File: config.mk
export PLATFORM = sky130hd
export DESIGN_NAME = numeric_field_classifier
export DESIGN_NICKNAME = d
export VERILOG_FILES = /design/src/sv/nfc_pkg.sv /design/src/sv/numeric_field_classifier.sv
export VERILOG_INCLUDE_DIRS = /design/src /design/src/sv
export SDC_FILE = /design/constraint.sdc
export NUM_CORES = 1
export LEC_CHECK = 0
export BUFFER_PORTS_ARGS = -buffer_cell sky130_fd_sc_hd__buf_4
export CORE_UTILIZATION = 50
export DETAILED_ROUTE_END_ITERATION = 10
export MAX_ROUTING_LAYER = met4
export PLACE_DENSITY = 0.74
export SLEW_MARGIN = 40
export SYNTH_ARGS = -nofsm -noshare
export SYNTH_HDL_FRONTEND = slang
export SYNTH_SLANG_ARGS = --single-unit
File: constraint.sdc
create_clock -name clk -period 6 [get_ports clk]
set_input_delay 0.3 -clock clk [delete_from_list [all_inputs] [get_ports clk]]
set_output_delay 0.3 -clock clk [all_outputs]
set_load 0.005 [all_outputs]
File: src/sv/numeric_field_classifier_macros.svh
// Assertion macros for the numeric field classifier.
`ifndef NUMERIC_FIELD_CLASSIFIER_MACROS_SVH
`define NUMERIC_FIELD_CLASSIFIER_MACROS_SVH

// Same-cycle implication, checked on every rising edge outside reset.
`define NFC_ASSERT_SAME(label, ante, cons, msg) \
  label: assert property (@(posedge clk) disable iff (rst) (ante) |-> (cons)) \
    else $error(msg);

// Next-cycle implication, checked on every rising edge outside reset.
`define NFC_ASSERT_NEXT(label, ante, cons, msg) \
  label: assert property (@(posedge clk) disable iff (rst) (ante) |=> (cons)) \
    else $error(msg);

`endif

File: src/sv/nfc_pkg.sv
// Package for the numeric field classifier: parse phases and byte constants.
`default_nettype none

package nfc_pkg;

  // Longest field accepted, in bytes
  localparam logic [15:0] MAX_FIELD_BYTES = 16'd65535;

  // Configuration registers
  localparam logic [3:0] AFFIX_LIMIT_RESET = 4'd4;
  localparam logic       REG_AFFIX_LIMIT   = 1'b0;

  // Byte codes
  localparam logic [7:0] CH_DOT   = 8'h2E;
  localparam logic [7:0] CH_COMMA = 8'h2C;
  localparam logic [7:0] CH_PLUS  = 8'h2B;
  localparam logic [7:0] CH_MINUS = 8'h2D;
  localparam logic [7:0] CH_TAB   = 8'h09;
  localparam logic [7:0] CH_SPACE = 8'h20;
  localparam logic [7:0] CH_ZERO  = 8'h30;
  localparam logic [7:0] CH_NINE  = 8'h39;
  localparam logic [7:0] CH_UPPER_A = 8'h41;
  localparam logic [7:0] CH_UPPER_Z = 8'h5A;
  localparam logic [7:0] CH_LOWER_A = 8'h61;
  localparam logic [7:0] CH_LOWER_Z = 8'h7A;

  // Parse phase of the field scanner
  typedef enum logic [3:0] {
    PH_START   = 4'd0,
    PH_AFFIX   = 4'd1,
    PH_GAP     = 4'd2,
    PH_SIGN    = 4'd3,
    PH_LEADSEP = 4'd4,
    PH_INT     = 4'd5,
    PH_FRAC    = 4'd6,
    PH_GAP2    = 4'd7,
    PH_SUFFIX  = 4'd8,
    PH_TRAIL   = 4'd9
  } phase_t;

endpackage

`default_nettype wire

File: src/sv/numeric_field_classifier.sv
// Numeric field classifier: byte-serial scanner with a registered result.
//
// Usage:
//   Input channel (in_valid / in_stall / char_byte / last_byte) takes one byte
//   of a text field per transfer; last_byte marks the field's final byte.
//   Output channel (out_valid / out_stall / accepted / token_* / flags) gives
//   one result per field, for the transfer that carried last_byte.
//   Throughput is one byte per cycle: each byte updates the scan state in the
//   cycle it is taken, through a single level of decode and compare logic.
//   out_valid rises in the cycle after the final byte's transfer.
//   The result register is the only buffer: while it holds a result that the
//   receiver stalls, in_stall is high and every byte waits, whether or not
//   it ends a field; otherwise bytes keep flowing.
//   Reset (synchronous, rst high) empties the result register, returns the
//   scanner to the start of a field and sets the affix limit to 4.
//   The affix limit (register 0, byte address 0) must be written over the APB
//   port only between fields; the block does not enforce this. pready is always high.
//   When a field is rejected, every result field besides accepted is zero.
`default_nettype none

module numeric_field_classifier (
  input  wire logic        clk,
  input  wire logic        rst,
  // APB configuration port
  input  wire logic        psel,
  input  wire logic        penable,
  input  wire logic        pwrite,
  input  wire logic [2:0]  paddr,
  input  wire logic [31:0] pwdata,
  output logic      [31:0] prdata,
  output logic             pready,
  // Input byte stream
  input  wire logic        in_valid,
  output logic             in_stall,
  input  wire logic [7:0]  char_byte,
  input  wire logic        last_byte,
  // Result stream
  output logic             out_valid,
  input  wire logic        out_stall,
  output logic             accepted,
  output logic      [15:0] token_start,
  output logic      [15:0] token_end,
  output logic      [15:0] integer_digits,
  output logic             sign_seen,
  output logic             decimal_seen
);

  // Configuration register
  logic [3:0] affix_length_limit;

  // Scan state
  nfc_pkg::phase_t phase, phase_next, phase_upd;
  logic [15:0] byte_position, byte_position_next, byte_position_upd;
  logic [15:0] start_offset, start_offset_next, start_offset_upd;
  logic [15:0] end_offset, end_offset_next, end_offset_upd;
  logic [15:0] digit_count, digit_count_next, digit_count_upd;
  logic [3:0]  affix_count, affix_count_next, affix_count_upd;
  logic        affix_has_letter, affix_has_letter_next, affix_has_letter_upd;
  logic        affix_has_symbol, affix_has_symbol_next, affix_has_symbol_upd;
  logic        sign_flag, sign_flag_next, sign_flag_upd;
  logic        decimal_flag, decimal_flag_next, decimal_flag_upd;
  logic        reject_flag, reject_flag_next, reject_flag_upd;

  // Byte classes
  logic is_dig, is_sgn, is_sep, is_blank, is_let;

  // Handshake and result
  logic        in_xfer, res_load, out_valid_next;
  logic        res_ok, res_open;
  logic [15:0] res_end;

  // Check terms
  logic        res_zero, scan_clear;

  // APB: always ready, one register at index 0
  assign pready = 1'b1;

  always_comb begin
    prdata = '0;
    if (paddr[2] == nfc_pkg::REG_AFFIX_LIMIT) begin
      prdata = {28'd0, affix_length_limit};
    end
  end

  always_ff @(posedge clk) begin
    if (rst) begin
      affix_length_limit <= nfc_pkg::AFFIX_LIMIT_RESET;
    end else if (psel && penable && pwrite && pready &&
                 paddr[2] == nfc_pkg::REG_AFFIX_LIMIT) begin
      affix_length_limit <= pwdata[3:0];
    end
  end

  // Classify the incoming byte
  always_comb begin
    is_dig   = (char_byte >= nfc_pkg::CH_ZERO) && (char_byte <= nfc_pkg::CH_NINE);
    is_sgn   = (char_byte == nfc_pkg::CH_PLUS) || (char_byte == nfc_pkg::CH_MINUS);
    is_sep   = (char_byte == nfc_pkg::CH_DOT) || (char_byte == nfc_pkg::CH_COMMA);
    is_blank = (char_byte == nfc_pkg::CH_SPACE) || (char_byte == nfc_pkg::CH_TAB);
    is_let   = ((char_byte >= nfc_pkg::CH_UPPER_A) && (char_byte <= nfc_pkg::CH_UPPER_Z)) ||
               ((char_byte >= nfc_pkg::CH_LOWER_A) && (char_byte <= nfc_pkg::CH_LOWER_Z));
  end

  // Handshake: hold off input only while a finished result is stalled
  assign in_stall = out_valid && out_stall;
  assign in_xfer  = in_valid && !in_stall;
  assign res_load = in_xfer && last_byte;

  // Scan step: state after this byte
  always_comb begin
    phase_upd            = phase;
    start_offset_upd     = start_offset;
    end_offset_upd       = end_offset;
    digit_count_upd      = digit_count;
    affix_count_upd      = affix_count;
    affix_has_letter_upd = affix_has_letter;
    affix_has_symbol_upd = affix_has_symbol;
    sign_flag_upd        = sign_flag;
    decimal_flag_upd     = decimal_flag;
    reject_flag_upd      = reject_flag || (byte_position >= nfc_pkg::MAX_FIELD_BYTES);

    unique case (phase)
      nfc_pkg::PH_START, nfc_pkg::PH_AFFIX, nfc_pkg::PH_GAP: begin
        if (is_dig) begin
          start_offset_upd = byte_position;
          digit_count_upd  = 16'd1;
          phase_upd        = nfc_pkg::PH_INT;
        end else if (is_sgn) begin
          start_offset_upd = byte_position;
          sign_flag_upd    = 1'b1;
          phase_upd        = nfc_pkg::PH_SIGN;
        end else if (is_sep) begin
          start_offset_upd = byte_position;
          decimal_flag_upd = 1'b1;
          phase_upd        = nfc_pkg::PH_LEADSEP;
        end else if (is_blank) begin
          if (phase == nfc_pkg::PH_START) begin
            reject_flag_upd = 1'b1;
          end
          phase_upd = nfc_pkg::PH_GAP;
        end else begin
          // Prefix byte: a second prefix run after a gap is not allowed
          if (phase == nfc_pkg::PH_GAP) begin
            reject_flag_upd = 1'b1;
          end
          if (affix_count >= affix_length_limit) begin
            reject_flag_upd = 1'b1;
          end else begin
            affix_count_upd = affix_count + 4'd1;
          end
          affix_has_letter_upd = affix_has_letter || is_let;
          affix_has_symbol_upd = affix_has_symbol || !is_let;
          if (affix_has_letter_upd && affix_has_symbol_upd) begin
            reject_flag_upd = 1'b1;
          end
          phase_upd = nfc_pkg::PH_AFFIX;
        end
      end
      nfc_pkg::PH_SIGN: begin
        if (is_dig) begin
          digit_count_upd = 16'd1;
          phase_upd       = nfc_pkg::PH_INT;
        end else if (is_sep) begin
          decimal_flag_upd = 1'b1;
          phase_upd        = nfc_pkg::PH_LEADSEP;
        end else begin
          reject_flag_upd = 1'b1;
        end
      end
      nfc_pkg::PH_LEADSEP: begin
        if (is_dig) begin
          phase_upd = nfc_pkg::PH_FRAC;
        end else begin
          reject_flag_upd = 1'b1;
        end
      end
      nfc_pkg::PH_INT, nfc_pkg::PH_FRAC: begin
        if (is_dig) begin
          if (phase == nfc_pkg::PH_INT && digit_count != 16'hFFFF) begin
            digit_count_upd = digit_count + 16'd1;
          end
        end else if (is_sep && phase == nfc_pkg::PH_INT) begin
          decimal_flag_upd = 1'b1;
          phase_upd        = nfc_pkg::PH_FRAC;
        end else if (is_sep || is_sgn) begin
          reject_flag_upd = 1'b1;
        end else if (is_blank) begin
          end_offset_upd = byte_position;
          phase_upd      = nfc_pkg::PH_GAP2;
        end else begin
          // Suffix starts right after the token
          end_offset_upd = byte_position;
          if (affix_length_limit == 4'd0) begin
            reject_flag_upd = 1'b1;
            affix_count_upd = 4'd0;
          end else begin
            affix_count_upd = 4'd1;
          end
          affix_has_letter_upd = is_let;
          affix_has_symbol_upd = !is_let;
          phase_upd            = nfc_pkg::PH_SUFFIX;
        end
      end
      nfc_pkg::PH_GAP2: begin
        if (is_dig || is_sgn || is_sep) begin
          reject_flag_upd = 1'b1;
        end else if (!is_blank) begin
          // Suffix after blanks; token end already recorded
          if (affix_length_limit == 4'd0) begin
            reject_flag_upd = 1'b1;
            affix_count_upd = 4'd0;
          end else begin
            affix_count_upd = 4'd1;
          end
          affix_has_letter_upd = is_let;
          affix_has_symbol_upd = !is_let;
          phase_upd            = nfc_pkg::PH_SUFFIX;
        end
      end
      nfc_pkg::PH_SUFFIX: begin
        if (is_dig || is_sgn || is_sep) begin
          reject_flag_upd = 1'b1;
        end else if (is_blank) begin
          phase_upd = nfc_pkg::PH_TRAIL;
        end else begin
          if (affix_count >= affix_length_limit) begin
            reject_flag_upd = 1'b1;
          end else begin
            affix_count_upd = affix_count + 4'd1;
          end
          affix_has_letter_upd = affix_has_letter || is_let;
          affix_has_symbol_upd = affix_has_symbol || !is_let;
          if (affix_has_letter_upd && affix_has_symbol_upd) begin
            reject_flag_upd = 1'b1;
          end
        end
      end
      default: begin
        // Trailing blanks only
        if (!is_blank) begin
          reject_flag_upd = 1'b1;
        end
      end
    endcase

    byte_position_upd = (byte_position != 16'hFFFF) ? byte_position + 16'd1 : byte_position;
  end

  // Verdict at the final byte
  always_comb begin
    res_open = (phase_upd == nfc_pkg::PH_INT) || (phase_upd == nfc_pkg::PH_FRAC);
    res_ok   = !reject_flag_upd && !is_blank &&
               (res_open || (phase_upd == nfc_pkg::PH_SUFFIX));
    res_end  = res_open ? byte_position + 16'd1 : end_offset_upd;
  end

  // Next state: clear after the final byte
  always_comb begin
    if (last_byte) begin
      phase_next            = nfc_pkg::PH_START;
      byte_position_next    = '0;
      start_offset_next     = '0;
      end_offset_next       = '0;
      digit_count_next      = '0;
      affix_count_next      = '0;
      affix_has_letter_next = 1'b0;
      affix_has_symbol_next = 1'b0;
      sign_flag_next        = 1'b0;
      decimal_flag_next     = 1'b0;
      reject_flag_next      = 1'b0;
    end else begin
      phase_next            = phase_upd;
      byte_position_next    = byte_position_upd;
      start_offset_next     = start_offset_upd;
      end_offset_next       = end_offset_upd;
      digit_count_next      = digit_count_upd;
      affix_count_next      = affix_count_upd;
      affix_has_letter_next = affix_has_letter_upd;
      affix_has_symbol_next = affix_has_symbol_upd;
      sign_flag_next        = sign_flag_upd;
      decimal_flag_next     = decimal_flag_upd;
      reject_flag_next      = reject_flag_upd;
    end
  end

  // Scan state register
  always_ff @(posedge clk) begin
    if (rst) begin
      phase            <= nfc_pkg::PH_START;
      byte_position    <= '0;
      start_offset     <= '0;
      end_offset       <= '0;
      digit_count      <= '0;
      affix_count      <= '0;
      affix_has_letter <= 1'b0;
      affix_has_symbol <= 1'b0;
      sign_flag        <= 1'b0;
      decimal_flag     <= 1'b0;
      reject_flag      <= 1'b0;
    end else if (in_xfer) begin
      phase            <= phase_next;
      byte_position    <= byte_position_next;
      start_offset     <= start_offset_next;
      end_offset       <= end_offset_next;
      digit_count      <= digit_count_next;
      affix_count      <= affix_count_next;
      affix_has_letter <= affix_has_letter_next;
      affix_has_symbol <= affix_has_symbol_next;
      sign_flag        <= sign_flag_next;
      decimal_flag     <= decimal_flag_next;
      reject_flag      <= reject_flag_next;
    end
  end

  // Result register
  always_comb begin
    if (res_load) begin
      out_valid_next = 1'b1;
    end else if (!out_stall) begin
      out_valid_next = 1'b0;
    end else begin
      out_valid_next = out_valid;
    end
  end

  always_ff @(posedge clk) begin
    if (rst) begin
      out_valid <= 1'b0;
    end else begin
      out_valid <= out_valid_next;
    end
  end

  always_ff @(posedge clk) begin
    if (res_load) begin
      accepted       <= res_ok;
      token_start    <= res_ok ? start_offset_upd : 16'd0;
      token_end      <= res_ok ? res_end : 16'd0;
      integer_digits <= res_ok ? digit_count_upd : 16'd0;
      sign_seen      <= res_ok && sign_flag_upd;
      decimal_seen   <= res_ok && decimal_flag_upd;
    end
  end

  // Checks
  assign res_zero   = (token_start == 16'd0) && (token_end == 16'd0) &&
                      (integer_digits == 16'd0) && !sign_seen && !decimal_seen;
  assign scan_clear = (phase == nfc_pkg::PH_START) && (byte_position == 16'd0) &&
                      !reject_flag;

`include "numeric_field_classifier_macros.svh"

  `NFC_ASSERT_SAME(a_reject_fields_zero, out_valid && !accepted, res_zero, "reject not zeroed")
  `NFC_ASSERT_SAME(a_token_nonempty, out_valid && accepted, token_end > token_start, "empty token")
  `NFC_ASSERT_NEXT(a_final_byte_result, res_load, out_valid, "final byte gave no result")
  `NFC_ASSERT_NEXT(a_field_cleared, res_load, scan_clear, "scan state not cleared")

endmodule

`default_nettype wire
* Yosys cells after proc, flatten, opt, wreduce, memory -nomap -nowiden
Index checks and enable logic that the tools add are counted.
Storage, ports and cells: logic and storage cells 212, register bits after elaboration 133, input port bits 51
Operators by class: $lt $le $gt $ge 8, add/subtract/negate cells 3, reduce and logical (&&, ||, !) cells 41, equal/unequal tests 28, bitwise operators 1, muxes and demuxes 112
Operators with widths (number):
- 16-bit two-way mux | 17
- 4-bit two-way mux | 25
- 1-bit two-way mux | 59
- 8-bit by 6-bit == test with 1-bit output (second input constant) | 5
- 16-bit by 1-bit adder with 16-bit output (second input constant) | 2
- 16-bit inequality test (second input constant) | 2
- 16-bit one-hot mux with 2 select lines | 1
- 4-bit by 3-bit == test with 1-bit output (second input constant) | 6
- 3-bit inequality test (second input constant) | 8
- 4-bit one-hot mux with 6 select lines | 1
- 16-bit greater-or-equal comparator (second input constant) | 1
- 8-bit by 7-bit greater-or-equal comparator with 1-bit output (second input constant) | 2
- 8-bit by 7-bit <= comparator with 1-bit output (second input constant) | 2
- 1-bit logical AND | 16
- 4-bit one-hot mux with 4 select lines | 1
- 1-bit logical OR | 12
- 10-bit AND reduction | 1
- 3-bit two-way mux | 3
- 4-bit by 2-bit == test with 1-bit output (second input constant) | 2
- 4-bit == test (second input constant) | 2
- 8-bit by 4-bit == test with 1-bit output (second input constant) | 1
- 8-bit by 6-bit greater-or-equal comparator with 1-bit output (second input constant) | 1
- 8-bit by 6-bit <= comparator with 1-bit output (second input constant) | 1
- 4-bit zero test | 2
- 16 further kinds | 20

* Longest topological paths before layout
Gate-level depths: netlist of the first run.
word-level depth 16, depth in mapped cells 13, gate-level depth less buffers 10

* Worst setup path after synthesis of the first run
OpenSTA, ideal clock, no wires.
path type input-to-reg, start point in char_byte[3], end point reg token_end[10] (data pin), path buffers 4, path slack 2.831 ns, stages 12, required time 5.826 ns, data arrival time 2.995 ns, setup time 0.174 ns, path through buf_2 > or3b_4 > a2111oi_2 > o32ai_1 > a221o_1 > nand2b_4 > or3_1 > buf_2 > a311o_1 > buf_2 > buf_6 > a311oi_1
Between the ends: word-level cells in the longest chain between the ends 15
Ends and longest elaborated chain:
- from (decl) | line numeric_field_classifier.sv:35 | input wire logic [7:0] char_byte,
- 8-bit by 7-bit greater-or-equal comparator with 1-bit output (tied with other cells) | line numeric_field_classifier.sv:100 | is_let = ((char_byte >= nfc_pkg::CH_UPPER_A) && (char_byte <= nfc_pkg::CH_UPPER_Z)) ||
- 1-bit logical AND, on equally long branches | line numeric_field_classifier.sv:100, numeric_field_classifier.sv:101
- 1-bit logical OR | line numeric_field_classifier.sv:100
- 1-bit zero test | line numeric_field_classifier.sv:152, numeric_field_classifier.sv:232
- 1-bit logical OR | line numeric_field_classifier.sv:152, numeric_field_classifier.sv:232
- 1-bit logical AND | line numeric_field_classifier.sv:153, numeric_field_classifier.sv:233
- 1-bit two-way mux | line numeric_field_classifier.sv:153 | if (affix_has_letter_upd && affix_has_symbol_upd) begin
- 1-bit two-way mux | line numeric_field_classifier.sv:136 | end else if (is_blank) begin
- 1-bit two-way mux | line numeric_field_classifier.sv:132 | end else if (is_sep) begin
- 1-bit two-way mux | line numeric_field_classifier.sv:128 | end else if (is_sgn) begin
- 1-bit two-way mux | line numeric_field_classifier.sv:124 | if (is_dig) begin
- 1-bit one-hot mux with 6 select lines | line numeric_field_classifier.sv:122 | unique case (phase)
- 1-bit zero test | line numeric_field_classifier.sv:252 | res_ok = !reject_flag_upd && !is_blank &&
- 1-bit logical AND (2 in a row) | line numeric_field_classifier.sv:252
- to (signal assigned) | line numeric_field_classifier.sv:338 | token_end <= res_ok ? res_end : 16'd0;
- to (decl) | line numeric_field_classifier.sv:42 | output logic [15:0] token_end,
Parallel ways exist; a longest one is shown, timed or not. A chain may end at the register's enable or synchronous reset.

* Worst setup path after layout of the first run
start point reg phase[1], end point reg token_end[1] (data pin)
Between the ends: word-level cells in the longest chain between the ends 12
Ends and longest elaborated chain:
- from (decl) | line numeric_field_classifier.sv:52 | nfc_pkg::phase_t phase, phase_next, phase_upd;
- from (signal assigned) | line numeric_field_classifier.sv:289 | phase <= nfc_pkg::PH_START;
- from (signal assigned) | line numeric_field_classifier.sv:301 | phase <= phase_next;
- 4-bit by 2-bit == test with 1-bit output | line numeric_field_classifier.sv:122, numeric_field_classifier.sv:143
- 1-bit two-way mux | line numeric_field_classifier.sv:143 | if (phase == nfc_pkg::PH_GAP) begin
- 1-bit two-way mux | line numeric_field_classifier.sv:146 | if (affix_count >= affix_length_limit) begin
- 1-bit two-way mux | line numeric_field_classifier.sv:153
- 1-bit two-way mux | line numeric_field_classifier.sv:136
- 1-bit two-way mux | line numeric_field_classifier.sv:132
- 1-bit two-way mux | line numeric_field_classifier.sv:128
- 1-bit two-way mux | line numeric_field_classifier.sv:124
- 1-bit one-hot mux with 6 select lines | line numeric_field_classifier.sv:122
- 1-bit zero test | line numeric_field_classifier.sv:252
- 1-bit logical AND (2 in a row) | line numeric_field_classifier.sv:252
Parallel ways exist; a longest one is shown, timed or not.

==> results of run 1 <==
flip-flops by register name, summed over array words and instances, names as in the netlist, 4 cells and up:
signal,count
affix_length_limit,4
phase,4
start_offset,16
byte_position,16
integer_digits,16
affix_count,4
digit_count,16
token_start,16
token_end,16
end_offset,16
how the worst min path moves through the flow:
stage,start,slack (ns),end
5_1_grt,pwdata[0],0.14,affix_length_limit[0]
6_report,pwdata[0],0.11,affix_length_limit[0]
3_3_place_gp,reject_flag,0.45,reject_flag
3_5_place_dp,reject_flag,0.46,reject_flag
2_1_floorplan,pwdata[0],0.44,affix_length_limit[0]
4_1_cts,pwdata[0],0.1,affix_length_limit[0]
cells in the final DEF, fill, tap and decap left out, types with 7 or more instances in the layout:
cell	count
edfxtp_1	51
dfxtp_1	82
nand2_1	48
inv_1	12
ha_1	7
nand3_1	20
a31oi_1	15
buf_4	87
nor3_1	20
nor4_1	18
a22oi_1	44
nor2b_1	12
nand4_1	18
nor2_1	131
conb_1	29
o31ai_1	13
o21ai_0	43
mux2i_1	23
or3_1	8
clkbuf_16	17
and3_1	16
a211oi_1	19
a21oi_1	60
logic make-up after synthesis:
group | Yosys count
compound gates | 246
xor+xnor | 8
fa+ha+maj | 8
buf+inv | 117
flops | 133
mux | 23
other cells | 2
simple gates | 332
worst min-delay path, cell delays in order:
cell	delay [ns]
buf_4	0.07
mux2i_1	0.05
nor2_1	0.07
through the flow:
step	instances	util [%]	cell area [µm²]	total power, mW	hold slack [ns]
2_1_floorplan	896	-	7550	1.08	0.444
3_3_place_gp	1065	54.6	7930	1.13	0.454
3_5_place_dp	1067	55.0	8000	1.13	0.463
4_1_cts	1099	58.8	8550	2.10	0.0992
5_1_grt	1099	58.9	8560	2.15	0.137
6_report	1099	58.9	8560	2.08	0.111
metal layers:
layer	vias to the layer above	wire [µm]
met5	-	0
met4	0	449
met3	45	1600
met2	364	8510
met1	3254	8530
li1	3214	-
area by class of cell:
type	instances	area, µm²
clock buffers	18	429
clock inverters	14	126
fillers	1321	5970
inverters	14	55.1
multi-input cells	646	3830
flip-flops and latches	133	3170
well taps	184	230
repair buffers	90	719
power by group:
part	leakage, nW	internal, mW	switching [mW]
clock network	0.261	0.571	0.398
logic	1.76	0.0569	0.0953
registers	1.13	0.953	0.00914
total	3.16	1.58	0.503
==> qor.csv, run 1 <==
metric,value,unit
yosysMostFrequentCell,nor2_1,
grt_pass1_wl,30200,µm
synthXorXnorAreaFrac,0.941,%
max_freq,232,MHz
maxSlewViolCount,0,
syn_area,7450,µm²
cts.sinks,133,
antenna_found_initial,0,
place_ws,1.78,ns
fin_nets,960,
synth_simple_gate_area_share,22.2,%
crit_path_end_kind,register,
tightest_slew,0.737,ns
post-cts-setup-buffer-count,0,
r2r_setup_slack,1.68,ns
path_buf_inv,1,
synthCells,869,
synth.avg_cell_area,8.57,µm²
critPathTopFamily,compound AO/OA/AOI/OAI gates,
slowest_stage,dfxtp_1,
slowest_delay,0.70,ns
rsz0062_at_grt,false,
status,finished clean,
reg2reg_from,phase[1],
synth_fa_ha_area_share,1.31,%
die_w,124,µm
synth_top_area_cell,dfxtp_1,
hold_class,in -> reg,
crit_path_start_kind,register,
grt_pass1_vias,6025,
hpwl,12400,µm
final.period_utilization,71.9,%
ys_seq_elements,133,
endpoint,token_end[1],
coreArea,14500,µm²
crit_arrival,4.52,ns
met1_usage,34.5,%
fin_setup_tns,0,ns
hold_depth,3,
synth_area_leaders,"dfxtp_1 22%, edfxtp_1 21%, nor2_1 6.7%, a22oi_1 4.4%, a21oi_1 4.2%",
cts_tree,yes,
clock_latency,0.42,ns
ys_seq_area_share,42.6,%
drt_first_pass_iters,6,
synthMuxAreaShare,3.09,%
rows,44,
grt.overflow.total,0,
die_h,124,µm
final-setup-viol-count,0,
drc,0,
r2r-end,token_end[1],
synth_top_area_share,22.0,%
power_density,243,nW/µm²
dieArea,15400,µm²
antenna_cells,0,
gp_congestion,0.945,
htree_levels,4,
drt_iter0_markers,887,
cts_resized,0,
busiest_layer,met2,
use_met3,5.86,%
worstPathMaxFanout,24,
required,6.21,ns
cts_buffer_depth,2,
postCtsHoldBufs,0,
synth_top_family_by_area,simple AND/OR/NAND/NOR gates,
skew,0.0120,ns
p_leak,3.16,nW
min_period,4.32,ns
track_usage,26.2,%
ant_nets,0,
cp_cell_sequence,"nand2_1, a2111oi_2, a311oi_1, o32ai_2, nand2_1, a21o_1, a311o_2, buf_16, a311oi_1",
fin_ws,1.68,ns
syn_to_final_growth,14.9,%
yosysUniqueCellTypes,72,
netlist_top_cells_count,"132 x nor2_1, 82 x dfxtp_1, 62 x a21oi_1, 61 x clkbuf_1, 51 x edfxtp_1",
routed_via_density,6.26,
initial_core_util,51.3,%
gr-usage-met2,38.3,%
ys.flop_type,dfxtp_1,
io-pin-count,137,
synth_edf_count,51,
ys_async_sr_fraction,0,%
numCtsBuffers,17,
critPathLaunch,phase[1],
cp_num_cells,9,
wl,19100,µm
vdd_drop_max,0.000202,V
ys_warn_count,0,
clockRootBuffer,clkbuf_16,
reg2regPathDepth,9,
slew_headroom,50.8,%
avgRoutedWirePerCell,17.4,µm
crit_type,reg -> reg,
num_vias,6877,
clk_pin_slew,0.06,ns
timing_hold_violations_final,0,
port_buffers,77,
cap_violations,0,
final_layout_size_suffix_gt1_share,16.6,%
synth_compound_area_share,22.1,%
grt_max_degree,83,
No activity file was read; power rests on OpenSTA's default activity.
==> run 2, diff against run 1 <==
==> constraint.sdc (replaced) <==
create_clock -name clk -period 4.3 [get_ports clk]
set_input_delay 0.215 -clock clk [delete_from_list [all_inputs] [get_ports clk]]
set_output_delay 0.215 -clock clk [all_outputs]
set_load 0.005 [all_outputs]
==> run 2 against run 1 <==
Effect of this change: design area up 1.5%; largest cell class unchanged; utilization up 0.86 points; via count shrank 1.5%; count of clock-buffer cells in the layout down 1; register-to-register slack worse by 1.1 ns; flip-flop and latch count unchanged; die area did not move; total power up 46%.
==> qor.csv, run 2 (synthesized netlist as in run 1, its figures left out) <==
metric,value,unit
num_vias,6774,
avgRoutedWirePerCell,16.9,µm
skew,0.00813,ns
crit_type,reg -> reg,
crit_path_start_kind,register,
min-delay-start,pwdata[1],
maxSlewViolCount,0,
vdd_drop_max,0.000284,V
ant_nets,0,
slowest_delay,0.68,ns
required,4.54,ns
rsz0062_at_grt,false,
initial_core_util,51.3,%
drt_first_pass_iters,5,
clock_latency,0.42,ns
worstPathMaxFanout,23,
grt_max_degree,83,
place_inst,1079,
final.period_utilization,86.4,%
layoutNonFillerInstCount,1111,
path_buf_inv,2,
status,finished clean,
critPathLaunch,phase[1],
drt_iter0_markers,795,
met1_length,8440,µm
final_cell_mix,"132 x nor2_1, 99 x buf_4, 82 x dfxtp_1",
tightest_slew,0.697,ns
cts_tree,yes,
postCtsHoldBufs,0,
critPathTopFamily,compound AO/OA/AOI/OAI gates,
cts_buffer_depth,2,
die_w,124,µm
rows,44,
slowest_stage,dfxtp_1,
fin_nets,972,
antenna_cells,0,
cts_resized,0,
power_density,351,nW/µm²
highest_layer,met4,
final-setup-viol-count,0,
fillerInstances,1271,
gp_congestion,0.942,
track_usage,26.2,%
cts.sinks,133,
wl_met3,1350,µm
routed_via_density,6.10,
min_period,3.72,ns
htree_levels,4,
p_leak,3.25,nW
drc,0,
crit_arrival,3.96,ns
clk_pin_slew,0.06,ns
coreArea,14500,µm²
slew_headroom,53.1,%
port_buffers,77,
fin_setup_tns,0,ns
hpwl,12600,µm
io-pin-count,137,
grt_pass1_vias,6098,
final_common_cell,nor2_1,
die_h,124,µm
wl,18700,µm
timing_hold_violations_final,0,
crit_path_end_kind,register,
post-cts-setup-buffer-count,0,
max_freq,269,MHz
syn_to_final_growth,16.6,%
final_layout_size_suffix_gt1_share,17.3,%
clockRootBuffer,clkbuf_16,
reg2reg_from,phase[1],
cap_violations,0,
cp_cell_sequence,"nand2_1, a2111oi_2, a311oi_1, o32ai_2, nand2b_4, or3_1, a311o_2, buf_16, buf_16, a311oi_1",
dieArea,15400,µm²
grt.overflow.total,0,
numCtsBuffers,17,
grt_pass1_wl,30600,µm
met2_length,8640,µm
hold_class,in -> reg,
antenna_found_initial,0,
==> run 2: cell types whose count changed in the layout (fill, tap and decap cells not counted), moves of 2 or more <==
cell        delta
clkinv_2       -2
a21oi_1        +2
a21oi_2        -2
inv_6          +2
buf_4         +12
clkinvlp_4     -3
inv_8          +3
==> run 2: where the power goes <==
part / switching, mW / leakage [nW] / total, mW / internal (mW)
Sequential: 0.0128 / 1.13 / 1.34 / 1.33
Combinational: 0.131 / 1.82 / 0.214 / 0.0832
Clock: 0.613 / 0.298 / 1.50 / 0.883
Total: 0.756 / 3.25 / 3.05 / 2.30
==> run 2: cell type report <==
class / count / area (µm²) / share of cell area [%]
Sequential cell: 133 / 3170 / 36.5
Clock inverter: 15 / 188 / 2.16
Inverter: 14 / 52.6 / 0.605
Timing Repair Buffer: 102 / 810 / 9.32
Clock buffer: 17 / 425 / 4.90
Tap cell: 184 / 230 / 2.65
Multi-Input combinational cell: 646 / 3810 / 43.8
==> run 2: per-stage QoR <==
stage	worst slack (ns)	power [mW]	hold slack, ns	util, %	cell area (µm²)
6_report	0.583	3.05	0.0322	59.8	8690
5_1_grt	0.347	3.15	0.0610	59.8	8690
4_1_cts	0.657	3.07	0.0299	59.7	8680
3_5_place_dp	0.697	1.58	0.461	55.5	8070
3_3_place_gp	0.541	1.57	0.453	55.1	8020
2_1_floorplan	1.22	1.51	0.359	-	7550
==> run 2: tightest hold or removal path: stages <==
cell and delay, ns:
buf_4 0.07, mux2i_1 0.05, nor2_1 0.07
==> run 2: routing by layer <==
| layer | GRT usage [%] | vias to the layer above |
|---|---|---|
| li1 | - | 3247 |
| met1 | 36.2 | 3212 |
| met2 | 39.0 | 290 |
| met3 | 4.40 | 25 |
| met4 | 8.63 | 0 |
| met5 | - | - |
==> run 2: worst paths after layout <==
| kind | slack (ns) | to | cells past startpoint |
|---|---|---|---|
| worst max-delay path | 0.58 | token_end[1] | 10 |
| worst min register to register | 0.49 | affix_length_limit[2] | 1 |
| worst max register to register | 0.58 | token_end[1] | 10 |
| worst min-delay path | 0.03 | affix_length_limit[1] | 3 |
